## src/sv/sssm_pkg.sv

```systemverilog
// Shared constants, command and register codes for the scrolling seven-segment multiplexer.
// Depends on nothing; imported by scrolling_seven_segment_multiplexer_core.
`default_nettype none

package sssm_pkg;

	localparam int MAX_DIGITS    = 8;
	localparam int SCROLL_DEPTH  = 64;
	localparam int SEGMENT_LINES = 8;

	// Scroll store addressing and the compare width for index/length checks
	localparam int ADDR_W = $clog2(SCROLL_DEPTH);
	localparam int IDX_W  = ADDR_W + 1;
	localparam int LEN_W  = 7;
	localparam int CMP_W  = ((IDX_W > LEN_W) ? IDX_W : LEN_W) + 1;

	localparam int POS_W = 4;
	localparam int SEL_W = 3;

	localparam logic [7:0] SEG_MASK = 8'((1 << SEGMENT_LINES) - 1);

	typedef enum logic [2:0] {
		CMD_TICK      = 3'd0,
		CMD_WR_STATIC = 3'd1,
		CMD_WR_SCROLL = 3'd2,
		CMD_START     = 3'd3,
		CMD_STOP      = 3'd4
	} cmd_t;

	typedef enum logic [1:0] {
		REG_DIGIT_COUNT   = 2'd0,
		REG_HOLD_MS       = 2'd1,
		REG_REPEAT_COUNT  = 2'd2,
		REG_SCROLL_LENGTH = 2'd3
	} reg_idx_t;

	// One refresh tick on its way from the memory read to the output register
	typedef struct packed {
		logic       use_mem;
		logic [7:0] seg;
		logic [7:0] enables;
		logic       scrolling;
	} tick_t;

endpackage

`default_nettype wire

```

## src/sv/scrolling_seven_segment_multiplexer_core.sv

```systemverilog
// Scrolling seven-segment multiplexer: one digit per refresh tick, scroll store in a RAM.
// Depends on sssm_pkg.
//
//   channel | direction | handshake              | payload
//   s_axis  | in        | tvalid/tready          | tuser command, tdata slot/pattern/now_ms
//   m_axis  | out       | tvalid/tready          | tuser scrolling, tdata segments/enables
//   cfg     | in        | cfg_valid/cfg_ready    | cfg_index, cfg_data
//
// An item is taken every cycle unless the output stalls with the read stage full; a refresh
// tick reaches m_axis through the registered scroll RAM read and then the output register.
// Counters and window state update in the cycle a word is taken, so the next tick sees them.
// Reset clears counters, mode, static store and both valid flags; the scroll RAM is not cleared.
// A stalled output holds the read stage; s_axis_tready drops only when both are full.
`default_nettype none

module scrolling_seven_segment_multiplexer_core import sssm_pkg::*; (
	input  wire logic        clk,
	input  wire logic        arst_n,
	input  wire logic        s_axis_tvalid,
	output logic             s_axis_tready,
	input  wire logic [47:0] s_axis_tdata,  // slot[5:0], pattern[13:6], now_ms[45:14], zero
	input  wire logic [2:0]  s_axis_tuser,  // command[2:0]
	output logic             m_axis_tvalid,
	input  wire logic        m_axis_tready,
	output logic [15:0]      m_axis_tdata,  // segments[7:0], digit_enables[15:8]
	output logic [0:0]       m_axis_tuser,  // scrolling[0]
	input  wire logic        cfg_valid,
	output logic             cfg_ready,
	input  wire logic [1:0]  cfg_index,
	input  wire logic [15:0] cfg_data
);

	// configuration
	logic [3:0]       digit_count_q;
	logic [15:0]      hold_ms_q;
	logic [7:0]       repeat_count_q;
	logic [LEN_W-1:0] scroll_length_q;

	// display state
	logic [7:0]        static_q [MAX_DIGITS];
	logic [7:0]        scroll_mem [SCROLL_DEPTH];
	logic [POS_W-1:0]  digit_pos_q;
	logic [ADDR_W-1:0] window_q;
	logic              scroll_active_q;
	logic [7:0]        repeats_left_q;
	logic [31:0]       hold_start_q;

	// pipeline
	logic        v_s1;
	tick_t       tick_s1;
	logic [7:0]  rd_s1;
	logic        out_valid_q;
	logic [15:0] out_data_q;
	logic        out_scroll_q;

	cmd_t             cmd;
	logic [5:0]       slot;
	logic [7:0]       pattern;
	logic [31:0]      now_ms;
	logic             accept;
	logic             tick_acc;
	logic             adv_s1;
	logic [POS_W-1:0] n_digits;
	logic [CMP_W-1:0] used_len;
	logic [POS_W-1:0] pos;
	logic [POS_W-1:0] pos_next;
	logic             sweep_end;
	logic [31:0]      elapsed;
	logic             hold_done;
	logic [CMP_W-1:0] idx;
	logic             idx_ok;
	logic             win_fits;
	tick_t            tick_new;

	assign cmd     = cmd_t'(s_axis_tuser);
	assign slot    = s_axis_tdata[5:0];
	assign pattern = s_axis_tdata[13:6];
	assign now_ms  = s_axis_tdata[45:14];

	assign adv_s1        = v_s1 && (!out_valid_q || m_axis_tready);
	assign s_axis_tready = !v_s1 || adv_s1;
	assign accept        = s_axis_tvalid && s_axis_tready;
	assign tick_acc      = accept && (cmd == CMD_TICK);
	assign cfg_ready     = 1'b1;

	always_comb begin
		if (digit_count_q == '0) begin
			n_digits = POS_W'(1);
		end else if (digit_count_q > POS_W'(MAX_DIGITS)) begin
			n_digits = POS_W'(MAX_DIGITS);
		end else begin
			n_digits = digit_count_q;
		end
		if (CMP_W'(scroll_length_q) > CMP_W'(SCROLL_DEPTH)) begin
			used_len = CMP_W'(SCROLL_DEPTH);
		end else begin
			used_len = CMP_W'(scroll_length_q);
		end
		// restart when the digit count shrank under the position
		pos       = (digit_pos_q >= n_digits) ? '0 : digit_pos_q;
		pos_next  = pos + POS_W'(1);
		sweep_end = pos_next >= n_digits;
		elapsed   = now_ms - hold_start_q;
		hold_done = elapsed > {16'd0, hold_ms_q};
		idx       = CMP_W'(window_q) + CMP_W'(pos);
		idx_ok    = idx < used_len;
		win_fits  = (CMP_W'(window_q) + CMP_W'(n_digits)) < used_len;

		tick_new.use_mem   = scroll_active_q && idx_ok;
		tick_new.seg       = scroll_active_q ? 8'd0 : static_q[pos[SEL_W-1:0]];
		tick_new.enables   = ~(8'd1 << pos[SEL_W-1:0]);
		tick_new.scrolling = scroll_active_q;
	end

	// configuration writes
	always_ff @(posedge clk or negedge arst_n) begin
		if (!arst_n) begin
			digit_count_q   <= 4'd4;
			hold_ms_q       <= 16'd500;
			repeat_count_q  <= 8'd0;
			scroll_length_q <= '0;
		end else if (cfg_valid && cfg_ready) begin
			unique case (reg_idx_t'(cfg_index))
				REG_DIGIT_COUNT:   digit_count_q   <= cfg_data[3:0];
				REG_HOLD_MS:       hold_ms_q       <= cfg_data;
				REG_REPEAT_COUNT:  repeat_count_q  <= cfg_data[7:0];
				REG_SCROLL_LENGTH: scroll_length_q <= cfg_data[LEN_W-1:0];
			endcase
		end
	end

	// static store and scroll state
	always_ff @(posedge clk or negedge arst_n) begin
		if (!arst_n) begin
			for (int i = 0; i < MAX_DIGITS; i++) begin
				static_q[i] <= 8'd0;
			end
			digit_pos_q     <= '0;
			window_q        <= '0;
			scroll_active_q <= 1'b0;
			repeats_left_q  <= 8'd0;
			hold_start_q    <= 32'd0;
		end else if (accept) begin
			unique case (cmd)
				CMD_WR_STATIC: begin
					if (POS_W'(slot) < n_digits && slot < 6'(MAX_DIGITS)) begin
						static_q[slot[SEL_W-1:0]] <= pattern;
					end
				end
				CMD_START: begin
					scroll_active_q <= 1'b1;
					window_q        <= '0;
					digit_pos_q     <= '0;
					repeats_left_q  <= repeat_count_q;
					hold_start_q    <= now_ms;
				end
				CMD_STOP: begin
					scroll_active_q <= 1'b0;
				end
				CMD_TICK: begin
					if (!scroll_active_q) begin
						digit_pos_q <= pos_next;
					end else if (!sweep_end) begin
						digit_pos_q <= pos_next;
					end else begin
						digit_pos_q <= '0;
						if (hold_done) begin
							hold_start_q <= now_ms;
							if (win_fits) begin
								window_q <= window_q + ADDR_W'(1);
							end else begin
								window_q <= '0;
								// zero ends the run; negative repeats forever
								if (repeats_left_q == 8'd0) begin
									scroll_active_q <= 1'b0;
								end else if (!repeats_left_q[7]) begin
									repeats_left_q <= repeats_left_q - 8'd1;
								end
							end
						end
					end
				end
				default: begin
				end
			endcase
		end
	end

	// scroll RAM: write on store command, registered read on every refresh tick
	always_ff @(posedge clk) begin
		if (accept && cmd == CMD_WR_SCROLL && CMP_W'(slot) < CMP_W'(SCROLL_DEPTH)) begin
			scroll_mem[slot[ADDR_W-1:0]] <= pattern;
		end
		if (tick_acc) begin
			rd_s1   <= scroll_mem[idx[ADDR_W-1:0]];
			tick_s1 <= tick_new;
		end
	end

	always_ff @(posedge clk or negedge arst_n) begin
		if (!arst_n) begin
			v_s1        <= 1'b0;
			out_valid_q <= 1'b0;
		end else begin
			if (tick_acc) begin
				v_s1 <= 1'b1;
			end else if (adv_s1) begin
				v_s1 <= 1'b0;
			end
			if (adv_s1) begin
				out_valid_q <= 1'b1;
			end else if (m_axis_tready) begin
				out_valid_q <= 1'b0;
			end
		end
	end

	always_ff @(posedge clk) begin
		if (adv_s1) begin
			out_data_q[7:0]  <= (tick_s1.use_mem ? rd_s1 : tick_s1.seg) & SEG_MASK;
			out_data_q[15:8] <= tick_s1.enables;
			out_scroll_q     <= tick_s1.scrolling;
		end
	end

	assign m_axis_tvalid   = out_valid_q;
	assign m_axis_tdata    = out_data_q;
	assign m_axis_tuser[0] = out_scroll_q;

	a_one_digit_low: assert property (@(posedge clk) disable iff (!arst_n)
		m_axis_tvalid |-> $countones(~m_axis_tdata[15:8]) == 1)
		else $error("digit enables not one-cold");

	a_stall_blocks_input: assert property (@(posedge clk) disable iff (!arst_n)
		(v_s1 && out_valid_q && !m_axis_tready) |-> !s_axis_tready)
		else $error("input taken while read stage is stuck");

	a_tick_enters_s1: assert property (@(posedge clk) disable iff (!arst_n)
		tick_acc |=> v_s1)
		else $error("accepted tick lost before read stage");

	a_pos_bound: assert property (@(posedge clk) disable iff (!arst_n)
		digit_pos_q <= POS_W'(MAX_DIGITS))
		else $error("digit position beyond display");

endmodule

`default_nettype wire
```

## config.mk

```make
export PLATFORM = sky130hd
export DESIGN_NAME = scrolling_seven_segment_multiplexer_core
export DESIGN_NICKNAME = d
export VERILOG_FILES = /design/src/sv/sssm_pkg.sv /design/src/sv/scrolling_seven_segment_multiplexer_core.sv
export SDC_FILE = /design/constraint.sdc
export NUM_CORES = 1
export LEC_CHECK = 0
export BUFFER_PORTS_ARGS = -buffer_cell sky130_fd_sc_hd__buf_4
export CAP_MARGIN = 15
export CORE_AREA = 2 2 329 331
export CTS_CLUSTER_SIZE = 25
export DETAILED_ROUTE_END_ITERATION = 7
export DIE_AREA = 0 0 331 333
export PLACE_DENSITY_LB_ADDON = 0.1
export SLEW_MARGIN = 5
export SYNTH_ARGS = -nofsm -noshare
export SYNTH_HDL_FRONTEND = slang
export SYNTH_SLANG_ARGS = --single-unit
export TNS_END_PERCENT = 20
```

## constraint.sdc

```tcl
create_clock -name clk -period 6.92 [get_ports clk]
set_clock_uncertainty 0.05 [all_clocks]
set_input_delay 0 -clock clk [delete_from_list [all_inputs] [get_ports clk]]
set_output_delay 0 -clock clk [all_outputs]
set_load 0.02 [all_outputs]
```

==> flow_summary.ini, run 1 <==
[cells_and_area]
nets = 2332
multi_input_area_mm2 = 0.0107
final_cells = 3639
area_growth_pct = 18.1
seq_area_mm2 = 0.0205
final_layout_size_suffix_gt1_share_pct = 25.1
fillers = 10200

[clocking]
cts_num_sinks = 707
cts.clk_slew.worst_paths_ns = 0.06
clk_latency_ns = 0.64
cts_setup_buffers = 0
cts_max_level = 3
clockBufferDepth = 3
tritoncts = yes
ctsRootBufferMaster = clkbuf_16
cts_buffers = 85

[placement]
dp.cells = 3411
dpl.hpwl_um = 54000
portBuffers = 90
gp_congestion = 0.817

[detailed_routing]
first_pass_iters = 7
dr_total_vias = 18000
wirelength_um = 84200
wire_per_inst_um = 23.1
drc_errors = 0
via_per_inst = 4.95
drt_iter0_drc = 1239
ant_nets = 0

[global_routing]
antenna_found_initial = 1
grt_pass1_wl_um = 126000
grt_pass1_vias = 19000
grt_usage_pct = 15.4
grt_start_max_net_pins = 73
overflow = 0

[setup_path]
cp-start-kind = flip-flop
worstPathRequired_ns = 7.40
path_class = flip-flop to flip-flop
crit_fanout = 24
cp-end-kind = flip-flop
crit_arrival_ns = 6.10

[yosys]
syn-cell-area_mm2 = 0.0318
syn_area_per_cell_um2 = 16.1
ys_seq_elements = 707
yosysWarnings = 0
synthFlopType = edfxtp_1
synthArstFlopShare_pct = 21.5
syn_nets = 2146
yosysUniqueCellTypes = 83
synth-edff-count = 555
syn_inst = 1983
ys_seq_area_share_pct = 64.3

[power]
p_int_mw = 8.15
power.switching_mw = 3.07
leakage_nw = 13.2
power_density_mw_per_mm2 = 299
swShare_pct = 27.4
p_comb_share_pct = 19.0
p_clk_share_pct = 38.1
seqPwrFrac_pct = 42.8
p_total_mw = 11.2
peakVddDrop_uv = 188

[sta]
clock.fmax_mhz = 178
setup_violations = 0
hold_viol = 0
final.period_utilization_pct = 81.3
tightest_slew_ns = 1.20
fin_crit_ns = 5.62
rsz0062_at_grt = false
fin_setup_tns_ns = 0
relSlewSlack_pct = 20.1
finalMaxSlewViolations = 0

[floorplanning]
dieWidth_um = 331
die_y_um = 333
io_pins = 94
core_area_mm2 = 0.107
row_count = 120
die-area_mm2 = 0.110
start_util_pct = 29.9

[job]
maxCapViolations = 0

[status]
status = completed

[worst_hold_path]
worstHoldPathType = primary input to flip-flop
power groups by stage:
stage | Combinational, mW | Clock [mW] | Sequential, mW
4_1_cts | 2.17 | 4.43 | 4.81
2_1_floorplan | 1.48 | 0 | 4.86
3_5_place_dp | 2.11 | 0 | 4.89
6_report | 2.13 | 4.28 | 4.81
5_1_grt | 2.37 | 4.59 | 4.82
3_3_place_gp | 2.09 | 0 | 4.89
final timing paths:
path                                  start  slack, ns  cells after the start                end
max reg2reg                digit_count_q[2]       1.30                     21   hold_start_q[31]
min in group asynchronous            arst_n       0.28                      3  repeats_left_q[7]
max in group asynchronous            arst_n       5.34                      4       static_q[59]
min reg2reg                      tick_s1[2]       0.38                      0    m_axis_tdata[9]
min                         s_axis_tdata[1]       0.05                      3       static_q[32]
max                        digit_count_q[2]       1.30                     21   hold_start_q[31]
cells in the final DEF (no fill, tap or decap), types with 50 or more instances in the layout:
master and count:
nor2_1 114, inv_1 81, a21oi_1 87, dlygate4sd3_1 73, buf_4 106, o21ai_0 50, clkbuf_16 86, dfrtp_1 145
edfxtp_1 555, mux4_2 160, nand2_1 87, ha_1 85, mux2_2 114
what timing repair did:
action | in CTS | in global routing
hold endpoints to repair | 670 | 0
endpoints found under the setup margin | 0 | 0
resized for setup | 0 | 0
hold buffers | 74 | 0
layer usage:
metal / track usage, % / vias up / share of wire, %
li1: - / 8172 / -
met4: 3.88 / 2 / 1.6
met1: 20.4 / 9387 / 44
met2: 26.2 / 356 / 50
met5: 0 / - / 0.015
met3: 2.46 / 85 / 3.9
stage by stage:
stage | setup slack, ns | hold WS (ns) | area (um2) | util [%]
4_1_cts | 1.18 | 0.0188 | 37600 | 35.3
6_report | 1.30 | 0.0530 | 37600 | 35.3
5_1_grt | 0.784 | 0.0563 | 37600 | 35.3
3_5_place_dp | 1.21 | 0.0953 | 34200 | 32.1
3_3_place_gp | 1.20 | 0.0675 | 34200 | 32.1
2_1_floorplan | 1.36 | -0.346 | 31800 | -
critical path, stage by stage (launching register included):
cell	delay, ns
dfstp_2	0.53
nor2_1	0.05
nor2_1	0.16
nor2_1	0.11
ha_1	0.28
nand2b_1	0.14
a21o_1	0.17
a21o_1	0.18
a21o_1	0.33
nor2_1	0.27
buf_4	0.35
ha_1	0.25
ha_1	0.27
ha_1	0.28
a21o_1	0.10
a21oi_1	0.08
o21ai_0	0.35
nand3_1	0.14
buf_4	0.22
nor2_4	0.51
buf_12	0.29
mux2_2	0.36
state kept, by name, indices dropped and copies added (netlist names), 8 cells and up:
register,count
scroll_mem,512
static_q,64
hold_start_q,32
tick_s1,18
hold_ms_q,16
m_axis_tdata,16
rd_s1,8
repeat_count_q,8
repeats_left_q,8
cells by family after synthesis:
group	synth area share, %
other	0.0118
AND/OR/NAND/NOR	5.79
buffers and inverters	2.18
XOR/XNOR	0.770
multiplexers	17.5
AO/OA/AOI/OAI	5.84
flip-flops	64.3
adder cells (fa/ha/maj)	3.57
Yosys cell counts, types with 11 or more instances:
| cell | count | share of area (%) |
|---|---|---|
| a211oi_1 | 23 | 0.54 |
| a21o_1 | 25 | 0.59 |
| a21oi_1 | 87 | 1.4 |
| and2_1 | 11 | 0.22 |
| and3_1 | 14 | 0.28 |
| buf_1 | 14 | 0.17 |
| buf_2 | 14 | 0.22 |
| clkbuf_1 | 55 | 0.65 |
| dfrtp_1 | 145 | 11 |
| edfxtp_1 | 555 | 52 |
| ha_1 | 86 | 3.4 |
| inv_1 | 81 | 0.96 |
| mux2_2 | 114 | 4.0 |
| mux2_4 | 26 | 1.2 |
| mux2i_1 | 29 | 0.91 |
| mux4_2 | 160 | 11 |
| nand2_1 | 87 | 1.0 |
| nand3_1 | 26 | 0.41 |
| nand4_1 | 19 | 0.37 |
| nor2_1 | 115 | 1.4 |
| nor2b_1 | 18 | 0.35 |
| nor3_1 | 24 | 0.38 |
| o211ai_1 | 18 | 0.42 |
| o21a_1 | 11 | 0.26 |
| o21ai_0 | 50 | 0.79 |
| o22ai_1 | 11 | 0.22 |
| or3_1 | 11 | 0.22 |
| xnor2_1 | 16 | 0.44 |
| xor2_1 | 12 | 0.33 |
layout make-up:
type	instances	area share, %
Sequential cell	707	54.5
Clock buffer	113	6.07
Inverter	83	0.829
Tap cell	1403	4.67
Multi-Input combinational cell	1105	28.5
Clock inverter	40	0.995
Timing Repair Buffer	187	4.48
Antenna cell	1	0.00665
(Power assumes the default switching activity.)
==> inputs of run 2 (changes only) <==
==> constraint.sdc (replaced) <==
create_clock -name clk -period 4.56 [get_ports clk]
set_clock_uncertainty 0.05 [all_clocks]
set_input_delay 0 -clock clk [delete_from_list [all_inputs] [get_ports clk]]
set_output_delay 0 -clock clk [all_outputs]
set_load 0.02 [all_outputs]
==> flow_summary.ini, run 2 (synthesis results as in run 1) <==
[sta]
tightest_slew_ns = 1.11
clock.fmax_mhz = 216
setup_violations = 12
finalMaxSlewViolations = 0
relSlewSlack_pct = 25.9
fin_crit_ns = 4.62
hold_viol = 22
rsz0062_at_grt = true
final.period_utilization_pct = 101
worst_slack_ns = -0.0610
holdWs_ns = -0.165

[setup_path]
timing.rr.start = digit_count_q[2]
crit_fanout = 17
path_class = flip-flop to flip-flop
cp-end-kind = flip-flop
reg2reg_depth = 17
crit_arrival_ns = 4.96
worstPathRequired_ns = 4.90
r2r_slack_ns = -0.06
startpoint = digit_count_q[2]
timing.rr.end = rd_s1[0]
cp-start-kind = flip-flop

[detailed_routing]
top_layer = met4
via_per_inst = 4.96
ant_nets = 0
drt_iter0_drc = 1361
wirelength_um = 88800
first_pass_iters = 7
wire_per_inst_um = 23.5
wl_met1_um = 37200
wl_met2_um = 45400
drc_errors = 0
dr_total_vias = 18800
wl_met3_um = 3800

[global_routing]
grt_start_max_net_pins = 153
antenna_found_initial = 6
grt_pass1_vias = 19800
overflow = 0
grt_usage_pct = 16.1
grt_pass1_wl_um = 131000

[clocking]
tritoncts = yes
clk_latency_ns = 0.65
clockBufferDepth = 3
cts_buffers = 84
cts.clk_slew.worst_paths_ns = 0.06
cts_num_sinks = 707
cts_max_level = 3
ctsRootBufferMaster = clkbuf_16

[floorplanning]
io_pins = 94
die_y_um = 333
row_count = 120
core_area_mm2 = 0.107
dieWidth_um = 331
start_util_pct = 29.9
die-area_mm2 = 0.110

[placement]
place_ws_ns = -0.540
dpl.hpwl_um = 59300
portBuffers = 90
gp_congestion = 0.811

[status]
violations = negative hold slack, negative setup slack
status = finished, violations left

[job]
maxCapViolations = 0

[power]
seqPwrFrac_pct = 41.3
p_comb_share_pct = 21.7
power.switching_mw = 4.89
peakVddDrop_uv = 291
p_int_mw = 12.8
power_density_mw_per_mm2 = 449
swShare_pct = 27.6
p_clk_share_pct = 37.0
p_total_mw = 17.7
leakage_nw = 14.0

[cells_and_area]
nets = 2469
largest_reg_flops = 512
area_growth_pct = 23.8
final_common_cell = edfxtp_1
final_layout_size_suffix_gt1_share_pct = 31.5
final_cell_mix = 555 x edfxtp_1, 216 x buf_4, 160 x mux4_2

[worst_hold_path]
worstHoldPathType = primary input to async pin
run 2: changes by cell type in the layout (fill, tap and decap cells not counted), moves of 4 or more:
| cell | before | now |
|---|---|---|
| a211oi_1 | 23 | 16 |
| a211oi_2 | 1 | 7 |
| a21oi_1 | 87 | 76 |
| a21oi_2 | 1 | 12 |
| buf_12 | 6 | 22 |
| buf_4 | 106 | 216 |
| buf_6 | 1 | 5 |
| clkbuf_1 | 24 | 28 |
| ha_1 | 85 | 81 |
| mux2i_1 | 29 | 21 |
| mux2i_4 | 0 | 8 |
| o21ai_0 | 50 | 43 |
run 2: power groups by stage:
stage	clock, mW	combinational [mW]	sequential [mW]
2_1_floorplan	0	2.28	7.38
3_3_place_gp	0	3.50	7.43
3_5_place_dp	0	3.53	7.43
4_1_cts	6.75	3.69	7.30
5_1_grt	6.99	4.22	7.33
6_report	6.56	3.84	7.30
run 2: metrics by stage:
step                      utilization [%]  hold WS, ns  instances  setup TNS [ns]  cell area, um2
final                                37.0       -0.165       3781          -0.186           39400
after global routing                 37.0       0.0590       3779          -11.85           39400
after CTS                            36.6       0.0201       3769           -2.11           39000
after detailed placement             33.1        0.147       3533          -10.21           35300
after global placement               33.1        0.133       3533           -5.89           35300
after floorplan                         -       -0.346       1983         -0.0251           32000
run 2: repair_timing:
action / in CTS / in global routing
setup endpoints to repair: 46 / 56
hold buffers: 76 / 0
resized for setup: 39 / 55
pin swaps: 9 / 36
buffers inserted: 2 / 8
endpoints found under the hold margin: 746 / 0
gates cloned: 2 / 2
run 2: worst max-delay path, stage by stage, from the launching register on:
cell and delay (ns):
dfstp_2 0.53, nor2_1 0.05, nor2_1 0.12, nor2_1 0.08, ha_1 0.27, nand2b_4 0.13
a21o_1 0.17, a21o_1 0.16, a21o_1 0.19, nor2_4 0.13, ha_4 0.15, fa_4 0.70
buf_12 0.21, buf_12 0.16, mux4_2 0.33, mux4_2 0.53, mux2i_4 0.28, a21oi_1 0.10
run 2: cell type report:
| type | count | area, um2 |
|---|---|---|
| multi-input combinational | 1105 | 11100 |
| clock inverter | 42 | 449 |
| fill | 10100 | 67200 |
| antenna | 2 | 5.00 |
| clock buffer | 114 | 2260 |
| sequential | 707 | 20500 |
| inverter | 83 | 312 |
| tap | 1403 | 1760 |
| timing repair buffer | 325 | 3030 |
run 2: layer usage:
layer,track usage [%],vias up
met2,28.2,467
met3,2.95,144
met5,0,-
met1,20.3,9698
met4,4.29,0
li1,-,8452
run 2: worst max path at each step:
stage | end | cells after the start | slack, ns
6_report | rd_s1[0] | 17 | -0.06
5_1_grt | hold_start_q[28] | 20 | -0.32
4_1_cts | rd_s1[0] | 17 | -0.14
3_5_place_dp | rd_s1[4] | 18 | -0.54
2_1_floorplan | tick_s1[17] | 23 | -0.03
3_3_place_gp | rd_s1[5] | 18 | -0.56
